[src/design/lcdseq_pkg.sv]
// Package for the character LCD command sequencer.
// Holds widths, action codes, shared types and the expander byte tables.
// No dependencies.
package lcdseq_pkg;

    localparam int ADDR_W = 7;
    localparam int BYTE_W = 8;
    localparam int WAIT_W = 10;
    localparam int ACT_W  = 4;
    localparam int IDX_W  = 5;

    // Index of the final write of each kind of operation
    localparam logic [IDX_W-1:0] INIT_LAST_IDX = 5'd28;
    localparam logic [IDX_W-1:0] BYTE_LAST_IDX = 5'd3;
    localparam logic [IDX_W-1:0] BL_LAST_IDX   = 5'd0;

    // LCD operation codes
    localparam logic [ACT_W-1:0] ACT_INIT      = 4'd0;
    localparam logic [ACT_W-1:0] ACT_CLEAR     = 4'd1;
    localparam logic [ACT_W-1:0] ACT_HOME      = 4'd2;
    localparam logic [ACT_W-1:0] ACT_ENTRY     = 4'd3;
    localparam logic [ACT_W-1:0] ACT_DISPLAY   = 4'd4;
    localparam logic [ACT_W-1:0] ACT_SHIFT     = 4'd5;
    localparam logic [ACT_W-1:0] ACT_FUNCTION  = 4'd6;
    localparam logic [ACT_W-1:0] ACT_CGRAM     = 4'd7;
    localparam logic [ACT_W-1:0] ACT_DDRAM     = 4'd8;
    localparam logic [ACT_W-1:0] ACT_DATA      = 4'd9;
    localparam logic [ACT_W-1:0] ACT_BACKLIGHT = 4'd10;

    // Expander bit positions
    localparam logic [BYTE_W-1:0] EN_MASK = 8'h04;
    localparam int                BL_POS  = 3;

    localparam logic [WAIT_W-1:0] WAIT_SHORT = 10'd1;
    localparam logic [WAIT_W-1:0] WAIT_LONG  = 10'd3;

    // Kind of write sequence an operation produces
    typedef enum logic [1:0] {
        KIND_NONE = 2'd0,
        KIND_INIT = 2'd1,
        KIND_BYTE = 2'd2,
        KIND_BL   = 2'd3
    } kind_t;

    // Controller to datapath
    typedef struct packed {
        logic             capture;
        logic             emit;
        logic             last;
        kind_t            kind;
        logic [IDX_W-1:0] idx;
    } dp_cmd_t;

    // Datapath to controller
    typedef struct packed {
        kind_t kind;
        logic  out_free;
    } dp_stat_t;

    typedef struct packed {
        logic [BYTE_W-1:0] bus_byte;
        logic [WAIT_W-1:0] wait_ms;
    } bus_write_t;

    // Operation decode
    function automatic kind_t decode_kind(input logic [ACT_W-1:0] action);
        kind_t k;
        case (action)
            ACT_INIT:      k = KIND_INIT;
            ACT_CLEAR,
            ACT_HOME,
            ACT_ENTRY,
            ACT_DISPLAY,
            ACT_SHIFT,
            ACT_FUNCTION,
            ACT_CGRAM,
            ACT_DDRAM,
            ACT_DATA:      k = KIND_BYTE;
            ACT_BACKLIGHT: k = KIND_BL;
            default:       k = KIND_NONE;
        endcase
        return k;
    endfunction

    // LCD command or data byte for a single-byte operation
    function automatic logic [BYTE_W-1:0] build_cmd(
        input logic [ACT_W-1:0]  action,
        input logic              a,
        input logic              b,
        input logic              c,
        input logic [BYTE_W-1:0] v
    );
        logic [BYTE_W-1:0] r;
        case (action)
            ACT_CLEAR:    r = 8'h01;
            ACT_HOME:     r = 8'h02;
            ACT_ENTRY:    r = {6'b000001, a, b};
            ACT_DISPLAY:  r = {5'b00001, a, b, c};
            ACT_SHIFT:    r = {4'b0001, a, b, 2'b00};
            ACT_FUNCTION: r = {3'b001, a, b, c, 2'b00};
            ACT_CGRAM:    r = {2'b01, v[5:0]};
            ACT_DDRAM:    r = {1'b1, v[6:0]};
            ACT_DATA:     r = v;
            default:      r = '0;
        endcase
        return r;
    endfunction

    // One of the four writes of a byte: high nibble first, enable set then cleared
    function automatic bus_write_t byte_write(
        input logic [BYTE_W-1:0] cmd,
        input logic              rs,
        input logic              bl,
        input logic              long_wait,
        input logic [1:0]        step
    );
        bus_write_t w;
        logic [3:0] nib;
        nib        = step[1] ? cmd[3:0] : cmd[7:4];
        w.bus_byte = {nib, bl, ~step[0], 1'b0, rs};
        if (step == 2'd3) begin
            w.wait_ms = long_wait ? WAIT_LONG : WAIT_SHORT;
        end else begin
            w.wait_ms = '0;
        end
        return w;
    endfunction

    // Fixed power-up sequence, 29 writes
    function automatic bus_write_t init_write(input logic [IDX_W-1:0] idx);
        bus_write_t w;
        case (idx)
            5'd0:    w = '{8'h00, 10'd1000};
            5'd1:    w = '{8'h34, 10'd0};
            5'd2:    w = '{8'h30, 10'd5};
            5'd3:    w = '{8'h34, 10'd0};
            5'd4:    w = '{8'h30, 10'd1};
            5'd5:    w = '{8'h34, 10'd0};
            5'd6:    w = '{8'h30, 10'd1};
            5'd7:    w = '{8'h24, 10'd0};
            5'd8:    w = '{8'h20, 10'd1};
            5'd9:    w = '{8'h24, 10'd0};
            5'd10:   w = '{8'h20, 10'd0};
            5'd11:   w = '{8'h84, 10'd0};
            5'd12:   w = '{8'h80, 10'd1};
            5'd13:   w = '{8'h04, 10'd0};
            5'd14:   w = '{8'h00, 10'd0};
            5'd15:   w = '{8'h84, 10'd0};
            5'd16:   w = '{8'h80, 10'd1};
            5'd17:   w = '{8'h04, 10'd0};
            5'd18:   w = '{8'h00, 10'd0};
            5'd19:   w = '{8'h14, 10'd0};
            5'd20:   w = '{8'h10, 10'd3};
            5'd21:   w = '{8'h04, 10'd0};
            5'd22:   w = '{8'h00, 10'd0};
            5'd23:   w = '{8'h64, 10'd0};
            5'd24:   w = '{8'h60, 10'd1};
            5'd25:   w = '{8'h0C, 10'd0};
            5'd26:   w = '{8'h08, 10'd0};
            5'd27:   w = '{8'hFC, 10'd0};
            5'd28:   w = '{8'hF8, 10'd1};
            default: w = '{8'h00, 10'd0};
        endcase
        return w;
    endfunction

endpackage

[src/design/lcdseq_ctrl.sv]
// Controller of the LCD command sequencer: steps through the writes of one operation.
// Depends on lcdseq_pkg.
module lcdseq_ctrl
    import lcdseq_pkg::*;
(
    input  logic     aclk,
    input  logic     aresetn,
    input  logic     s_valid,
    output logic     s_ready,
    input  dp_stat_t stat,
    output dp_cmd_t  cmd
);

    typedef enum logic [1:0] {
        ST_IDLE = 2'b01,
        ST_RUN  = 2'b10
    } state_t;

    state_t           state_reg, state_next;
    kind_t            kind_reg, kind_next;
    logic [IDX_W-1:0] idx_reg, idx_next;
    logic [IDX_W-1:0] last_idx;
    logic             is_last;

    // Final write index for the running operation
    always_comb begin
        case (kind_reg)
            KIND_INIT: last_idx = INIT_LAST_IDX;
            KIND_BYTE: last_idx = BYTE_LAST_IDX;
            default:   last_idx = BL_LAST_IDX;
        endcase
    end

    assign is_last = (idx_reg == last_idx);
    assign s_ready = (state_reg == ST_IDLE);

    // Sequencing
    always_comb begin
        state_next  = state_reg;
        kind_next   = kind_reg;
        idx_next    = idx_reg;
        cmd.capture = 1'b0;
        cmd.emit    = 1'b0;
        cmd.last    = is_last;
        cmd.kind    = kind_reg;
        cmd.idx     = idx_reg;
        case (state_reg)
            ST_IDLE: begin
                if (s_valid) begin
                    cmd.capture = 1'b1;
                    // unknown operations are taken and dropped
                    if (stat.kind != KIND_NONE) begin
                        state_next = ST_RUN;
                        kind_next  = stat.kind;
                        idx_next   = '0;
                    end
                end
            end
            ST_RUN: begin
                if (stat.out_free) begin
                    cmd.emit = 1'b1;
                    idx_next = idx_reg + 1'b1;
                    if (is_last) begin
                        state_next = ST_IDLE;
                    end
                end
            end
            default: state_next = ST_IDLE;
        endcase
    end

    always_ff @(posedge aclk) begin
        if (!aresetn) begin
            state_reg <= ST_IDLE;
            kind_reg  <= KIND_NONE;
            idx_reg   <= '0;
        end else begin
            state_reg <= state_next;
            kind_reg  <= kind_next;
            idx_reg   <= idx_next;
        end
    end

endmodule

[src/design/lcdseq_dp.sv]
// Datapath of the LCD command sequencer: operation registers, byte build, output register.
// Depends on lcdseq_pkg.
module lcdseq_dp
    import lcdseq_pkg::*;
(
    input  logic              aclk,
    input  logic              aresetn,
    input  logic              cfg_valid,
    input  logic [ADDR_W-1:0] cfg_data,
    input  logic [ACT_W-1:0]  s_action,
    input  logic              s_bit_a,
    input  logic              s_bit_b,
    input  logic              s_bit_c,
    input  logic [BYTE_W-1:0] s_value,
    output logic              m_valid,
    input  logic              m_ready,
    output logic [ADDR_W-1:0] m_device_address,
    output logic [BYTE_W-1:0] m_bus_byte,
    output logic [WAIT_W-1:0] m_wait_ms,
    output logic              m_last,
    input  dp_cmd_t           cmd,
    output dp_stat_t          stat
);

    logic [ADDR_W-1:0] addr_reg;
    logic              bl_reg;
    logic [BYTE_W-1:0] cmd_byte_reg;
    logic              rs_reg;
    logic              long_wait_reg;
    logic              valid_reg;
    logic [ADDR_W-1:0] out_addr_reg;
    bus_write_t        out_write_reg;
    logic              out_last_reg;
    bus_write_t        write_next;

    assign stat.kind     = decode_kind(s_action);
    assign stat.out_free = !valid_reg || m_ready;

    // Configuration and backlight state
    always_ff @(posedge aclk) begin
        if (!aresetn) begin
            addr_reg <= '0;
            bl_reg   <= 1'b0;
        end else begin
            if (cfg_valid) begin
                addr_reg <= cfg_data;
            end
            if (cmd.capture) begin
                if (s_action == ACT_INIT) begin
                    bl_reg <= 1'b1;
                end else if (s_action == ACT_BACKLIGHT) begin
                    bl_reg <= s_bit_a;
                end
            end
        end
    end

    // Operation capture
    always_ff @(posedge aclk) begin
        if (cmd.capture) begin
            cmd_byte_reg  <= build_cmd(s_action, s_bit_a, s_bit_b, s_bit_c, s_value);
            rs_reg        <= (s_action == ACT_DATA);
            long_wait_reg <= (s_action == ACT_CLEAR) || (s_action == ACT_HOME);
        end
    end

    // Next expander write
    always_comb begin
        case (cmd.kind)
            KIND_INIT: write_next = init_write(cmd.idx);
            KIND_BYTE: write_next = byte_write(cmd_byte_reg, rs_reg, bl_reg,
                                               long_wait_reg, cmd.idx[1:0]);
            KIND_BL: begin
                write_next.bus_byte         = '0;
                write_next.bus_byte[BL_POS] = bl_reg;
                write_next.wait_ms          = '0;
            end
            default:   write_next = '0;
        endcase
    end

    // Output register
    always_ff @(posedge aclk) begin
        if (!aresetn) begin
            valid_reg <= 1'b0;
        end else if (cmd.emit) begin
            valid_reg <= 1'b1;
        end else if (m_ready) begin
            valid_reg <= 1'b0;
        end
    end

    always_ff @(posedge aclk) begin
        if (cmd.emit) begin
            out_addr_reg  <= addr_reg;
            out_write_reg <= write_next;
            out_last_reg  <= cmd.last;
        end
    end

    assign m_valid          = valid_reg;
    assign m_device_address = out_addr_reg;
    assign m_bus_byte       = out_write_reg.bus_byte;
    assign m_wait_ms        = out_write_reg.wait_ms;
    assign m_last           = out_last_reg;

endmodule

[src/design/char_lcd_i2c_command_sequencer.sv]
// Character LCD command sequencer for an I2C port expander, 4-bit mode.
// First expander write: registered from the run state once the output register is free.
// Throughput: one write per cycle while m_ready holds; a byte operation makes 4 writes,
// init 29, backlight 1, paced by the write step counter; a new operation waits for idle.
// Reset (aresetn low, synchronous): address 0, backlight off, no write pending.
// Depends on lcdseq_pkg, lcdseq_ctrl, lcdseq_dp.
module char_lcd_i2c_command_sequencer
    import lcdseq_pkg::*;
(
    input  logic              aclk,
    input  logic              aresetn,
    input  logic              cfg_valid,
    output logic              cfg_ready,
    input  logic [ADDR_W-1:0] cfg_data,
    input  logic              s_valid,
    output logic              s_ready,
    input  logic [ACT_W-1:0]  s_action,
    input  logic              s_bit_a,
    input  logic              s_bit_b,
    input  logic              s_bit_c,
    input  logic [BYTE_W-1:0] s_value,
    output logic              m_valid,
    input  logic              m_ready,
    output logic [ADDR_W-1:0] m_device_address,
    output logic [BYTE_W-1:0] m_bus_byte,
    output logic [WAIT_W-1:0] m_wait_ms,
    output logic              m_last
);

    dp_cmd_t  cmd;
    dp_stat_t stat;

    assign cfg_ready = 1'b1;

    lcdseq_ctrl u_ctrl (
        .aclk    (aclk),
        .aresetn (aresetn),
        .s_valid (s_valid),
        .s_ready (s_ready),
        .stat    (stat),
        .cmd     (cmd)
    );

    lcdseq_dp u_dp (
        .aclk             (aclk),
        .aresetn          (aresetn),
        .cfg_valid        (cfg_valid),
        .cfg_data         (cfg_data),
        .s_action         (s_action),
        .s_bit_a          (s_bit_a),
        .s_bit_b          (s_bit_b),
        .s_bit_c          (s_bit_c),
        .s_value          (s_value),
        .m_valid          (m_valid),
        .m_ready          (m_ready),
        .m_device_address (m_device_address),
        .m_bus_byte       (m_bus_byte),
        .m_wait_ms        (m_wait_ms),
        .m_last           (m_last),
        .cmd              (cmd),
        .stat             (stat)
    );

    // Reset leaves no write pending
    a_reset_empty: assert property (@(posedge aclk) !aresetn |=> !m_valid)
        else $error("write pending after reset");

    // Unknown operations are dropped without leaving idle
    a_drop_unknown: assert property (@(posedge aclk) disable iff (!aresetn)
        s_valid && s_ready && (s_action > ACT_BACKLIGHT) |=> s_ready)
        else $error("unknown operation started a sequence");

    // A known operation occupies the sequencer
    a_known_busy: assert property (@(posedge aclk) disable iff (!aresetn)
        s_valid && s_ready && (s_action <= ACT_BACKLIGHT) |=> !s_ready)
        else $error("known operation did not start a sequence");

    // While a non-final write is shown, the sequence is still running
    a_mid_busy: assert property (@(posedge aclk) disable iff (!aresetn)
        m_valid && !m_last |-> !s_ready)
        else $error("new operation taken before sequence finished");

endmodule

[config.mk]
export PLATFORM = sky130hd
export DESIGN_NAME = char_lcd_i2c_command_sequencer
export DESIGN_NICKNAME = d
export VERILOG_FILES = /design/src/design/lcdseq_pkg.sv /design/src/design/lcdseq_ctrl.sv /design/src/design/lcdseq_dp.sv /design/src/design/char_lcd_i2c_command_sequencer.sv
export SDC_FILE = /design/constraint.sdc
export NUM_CORES = 1
export LEC_CHECK = 0
export ABC_AREA = 1
export BUFFER_PORTS_ARGS = -buffer_cell sky130_fd_sc_hd__buf_4
export CORE_UTILIZATION = 40
export CTS_BUF_LIST = sky130_fd_sc_hd__clkbuf_4 sky130_fd_sc_hd__clkbuf_8
export DETAILED_ROUTE_END_ITERATION = 12
export PLACE_DENSITY = 0.59
export SYNTH_ARGS = -nofsm -noshare
export SYNTH_HDL_FRONTEND = slang
export SYNTH_SLANG_ARGS = --single-unit
[constraint.sdc]
create_clock -name aclk -period 2.85 [get_ports aclk]
set_input_delay 0.285 -clock aclk [delete_from_list [all_inputs] [get_ports aclk]]
set_output_delay 0.285 -clock aclk [all_outputs]
set_load 0.02 [all_outputs]
==> summary.log <==
qor: min_path.holdCritPathClass input port to flop
qor: grt.grt_start_max_net_pins 21
qor: grt.global_route.usage.total 18.1%
qor: route.first_pass_iteration_count_of_the_detailed_router 8
qor: timing.final_hold_viol_count 0
qor: critical_path.startpoint_type flop
qor: synth.synth_register_bits 57
qor: route.antenna_violating_nets_remaining 0
qor: timing.final_period_minus_worst_setup_slack 2.17 ns
qor: timing.fin_skew 0.00924 ns
qor: cts.ctsRootBufferMaster sky130_fd_sc_hd__clkbuf_8
qor: floorplanning.dieHeight 83.9 microns
qor: flow_run.drv_cap 0
qor: critical_path.crit_path_slowest_cell sky130_fd_sc_hd__o21ai_0
qor: route.average_detailed_routed_wire_length_per_instance 12.7 microns
qor: grt.globalRouteOverflowTotal 0
qor: cells_and_area.flow.area_growth_from_synthesis 24.1%
qor: route.first_iteration_detailed_routing_drc_count 113
qor: synth.cell_count_after_synthesis 307
qor: timing.fin_crit_sh 76.3%
qor: synth.synth_enable_flop_cells 29
qor: critical_path.crit_path_cell_trace inv_1, nand2_2, inv_1, nand2_2, nand3_4, o21ai_0, nor2_1, inv_1, ha_1, nand3_2, nand2_1, nand2_1, nand2_2, inv_2, nand2_1
qor: critical_path.critical_path_required 3.13 ns
qor: cts.clock_sink_count 57
qor: synth.synth_flop_cell sky130_fd_sc_hd__edfxtp_1
qor: pwr.cellPowerDensity 565 nW/um^2
qor: cells_and_area.finalNetCount 396
qor: timing.timing.setup.tns 0 ns
qor: route.drc_violations 11
qor: cells_and_area.post_route_cells_drive_above_1_share 26.1%
qor: critical_path.critPathMaxFanout 9
qor: cts.cts.clk_slew.worst_paths 0.06 ns
qor: synth.postSynth.asyncResetShare 0%
qor: floorplanning.initial_core_util 41.7%
qor: cells_and_area.diodes 0
qor: place.detailed_place.area 3120 sq um
qor: grt.grt_first_pass_wirelength 9600 microns
qor: cts.cts_resized 0
qor: outcome.result_of_the_run complete, but fails checks
qor: cells_and_area.instances_no_fill 445
qor: critical_path.criticalPathCategory flop to flop
qor: place.dpl.hpwl 4250 microns
qor: route.routed_wirelength 5670 microns
qor: critical_path.crit_path_max_incr_delay 0.35 ns
qor: synth.post_synth.cell_area_avg 8.73 sq um
qor: floorplanning.floorplan.core_area 6420 sq um
qor: place.dpl.cell_count 429
qor: cts.cts.hold.buffers_added 0
qor: cts.tritoncts done
qor: cts.cts_buffer_depth 2
qor: route.via_total_after_detailed_routing 2143
qor: place.port-buffer-count 52
qor: timing.fmax 460 MHz
qor: cells_and_area.filler_cell_count 641
qor: synth.synth.cell_area 2680 sq um
qor: cts.worst_skew_pair.late_latency 0.34 ns
qor: timing.unrepaired_setup_endpoints_after_global_routing false
qor: synth.yosys_warnings 0
qor: timing.worst_hold_margin 0.174 ns
qor: cells_and_area.final_core_util 51.8%
qor: pwr.irDropWorstVdd 251 uV
qor: synth.synth_seq_area_share 53.4%
qor: timing.finalSetupViolCount 0
qor: route.detail_route.vias_per_cell 4.82
qor: outcome.violations design-rule violations
qor: grt.antenna_found_initial 0
qor: critical_path.worstPathArrival 2.45 ns
qor: cts.post_cts_buffers 0
qor: grt.vias_in_the_first_global_route 2069
qor: cells_and_area.layout.cell_area.non_filler 3330 sq um
qor: floorplanning.width_of_the_die 83.9 microns
qor: floorplanning.core.rowCount 29
qor: timing.finalMaxSlewViolations 0
qor: critical_path.critical_path.endpoint_type flop
qor: cts.cts_made_buffers 9
qor: cts.ctsHtreeMaxLevel 3
qor: place.place_congestion 0.889
qor: floorplanning.fp.dieArea 7040 sq um
qor: floorplanning.pin_count 56
qor: synth.ys_types 33
qor: pwr.static_leakage 1.49 nW
-- path summary, 6_finish.rpt --
kind | startpoint | to | slack [ns] | cells after the start
worst min-delay path | cfg_data[5] | u_dp.addr_reg[5] | 0.17 | 3
worst max-delay path | u_ctrl.state_reg[0] | flop | 0.68 | 15
worst min register to register | u_dp.addr_reg[0] | u_dp.m_device_address[0] | 0.43 | 0
worst max register to register | u_ctrl.state_reg[0] | flop | 0.68 | 15
-- worst max-delay path, delay by kind of cell (launching register included) --
| kind | cells | cell delay, ns |
|---|---|---|
| buf+inv | 4 | 0.34 |
| fa+ha+maj | 1 | 0.23 |
| flops | 1 | 0.33 |
| simple gates | 9 | 0.88 |
| compound gates | 1 | 0.35 |
-- report_power, final --
| part | leakage [nW] | total, W | switching [W] | internal (W) |
|---|---|---|---|---|
| sequential | 0.503 | 0.000919 | 0.0000153 | 0.000904 |
| clock | 0.110 | 0.000771 | 0.000303 | 0.000468 |
| combinational | 0.875 | 0.000191 | 0.000119 | 0.0000717 |
| total | 1.49 | 0.00188 | 0.000438 | 0.00144 |
-- cells in the mapped netlist, types with 5 or more instances --
cell / n / area (sq um)
sky130_fd_sc_hd__dfxtp_1: 28 / 561
sky130_fd_sc_hd__inv_1: 39 / 146
sky130_fd_sc_hd__ha_1: 6 / 75.1
sky130_fd_sc_hd__nand4_1: 5 / 31.3
sky130_fd_sc_hd__nand2_1: 53 / 199
sky130_fd_sc_hd__o21ai_0: 25 / 125
sky130_fd_sc_hd__a21oi_1: 14 / 70.1
sky130_fd_sc_hd__nand2_2: 9 / 56.3
sky130_fd_sc_hd__nand3_1: 9 / 45.0
sky130_fd_sc_hd__buf_4: 8 / 60.1
sky130_fd_sc_hd__edfxtp_1: 29 / 871
sky130_fd_sc_hd__nor2_1: 48 / 180
-- per-stage QoR --
stage | setup WS, ns | total power [W]
2_1_floorplan | 0.248 | 0.00105
3_3_place_gp | 0.833 | 0.00113
3_5_place_dp | 0.710 | 0.00113
4_1_cts | 0.691 | 0.00190
5_1_grt | 0.461 | 0.00197
6_report | 0.677 | 0.00188
-- area by class of cell --
| type | instances | area, sq um | share of cell area (%) |
|---|---|---|---|
| tap | 77 | 96.3 | 2.90 |
| inverter | 43 | 161 | 4.85 |
| timing repair buffer | 54 | 405 | 12.2 |
| sequential | 57 | 1430 | 43.0 |
| clock inverter | 3 | 40.0 | 1.20 |
| multi-input combinational | 198 | 1030 | 30.8 |
| clock buffer | 13 | 166 | 5.00 |
-- layer usage --
metal / GRT usage [%] / share of wire [%] / vias up
li1: - / - / 1114
met1: 20.8 / 44 / 936
met2: 28.6 / 46 / 74
met3: 6.03 / 6.2 / 19
met4: 12.1 / 4.0 / 0
met5: 0 / 0 / -
-- cell usage in the layout (no fill, tap or decap) --
cell	n
sky130_fd_sc_hd__o21bai_1	1
sky130_fd_sc_hd__edfxtp_1	29
sky130_fd_sc_hd__clkbuf_8	11
sky130_fd_sc_hd__inv_1	39
sky130_fd_sc_hd__clkinv_2	2
sky130_fd_sc_hd__o211ai_1	1
sky130_fd_sc_hd__bufinv_16	1
sky130_fd_sc_hd__o21a_1	2
sky130_fd_sc_hd__nand2_1	53
sky130_fd_sc_hd__nor2_1	47
sky130_fd_sc_hd__clkbuf_4	2
sky130_fd_sc_hd__conb_1	3
sky130_fd_sc_hd__nand3_4	2
sky130_fd_sc_hd__nand4_1	5
sky130_fd_sc_hd__nand2_2	9
sky130_fd_sc_hd__nand2_4	2
sky130_fd_sc_hd__a221oi_1	1
sky130_fd_sc_hd__o21ai_0	25
sky130_fd_sc_hd__inv_2	4
sky130_fd_sc_hd__or2_1	1
sky130_fd_sc_hd__a21oi_1	14
sky130_fd_sc_hd__a32o_1	1
sky130_fd_sc_hd__o22ai_1	2
sky130_fd_sc_hd__o21ai_2	1
sky130_fd_sc_hd__a22o_1	2
sky130_fd_sc_hd__dfxtp_1	28
sky130_fd_sc_hd__o21ai_1	1
sky130_fd_sc_hd__a221o_1	1
sky130_fd_sc_hd__nand3b_1	1
sky130_fd_sc_hd__nand3_1	9
sky130_fd_sc_hd__ha_1	6
sky130_fd_sc_hd__nand3_2	2
sky130_fd_sc_hd__a21boi_2	1
sky130_fd_sc_hd__nor2_2	5
sky130_fd_sc_hd__buf_4	54
-- cell families after synthesis --
family / Yosys count / synth area share [%]
simple gates: 136 / 23.4
flops: 57 / 53.4
compound gates: 53 / 11.5
buf+inv: 53 / 8.59
fa+ha+maj: 6 / 2.80
other cells: 2 / 0.280
Power figures use the tool's default switching activity.
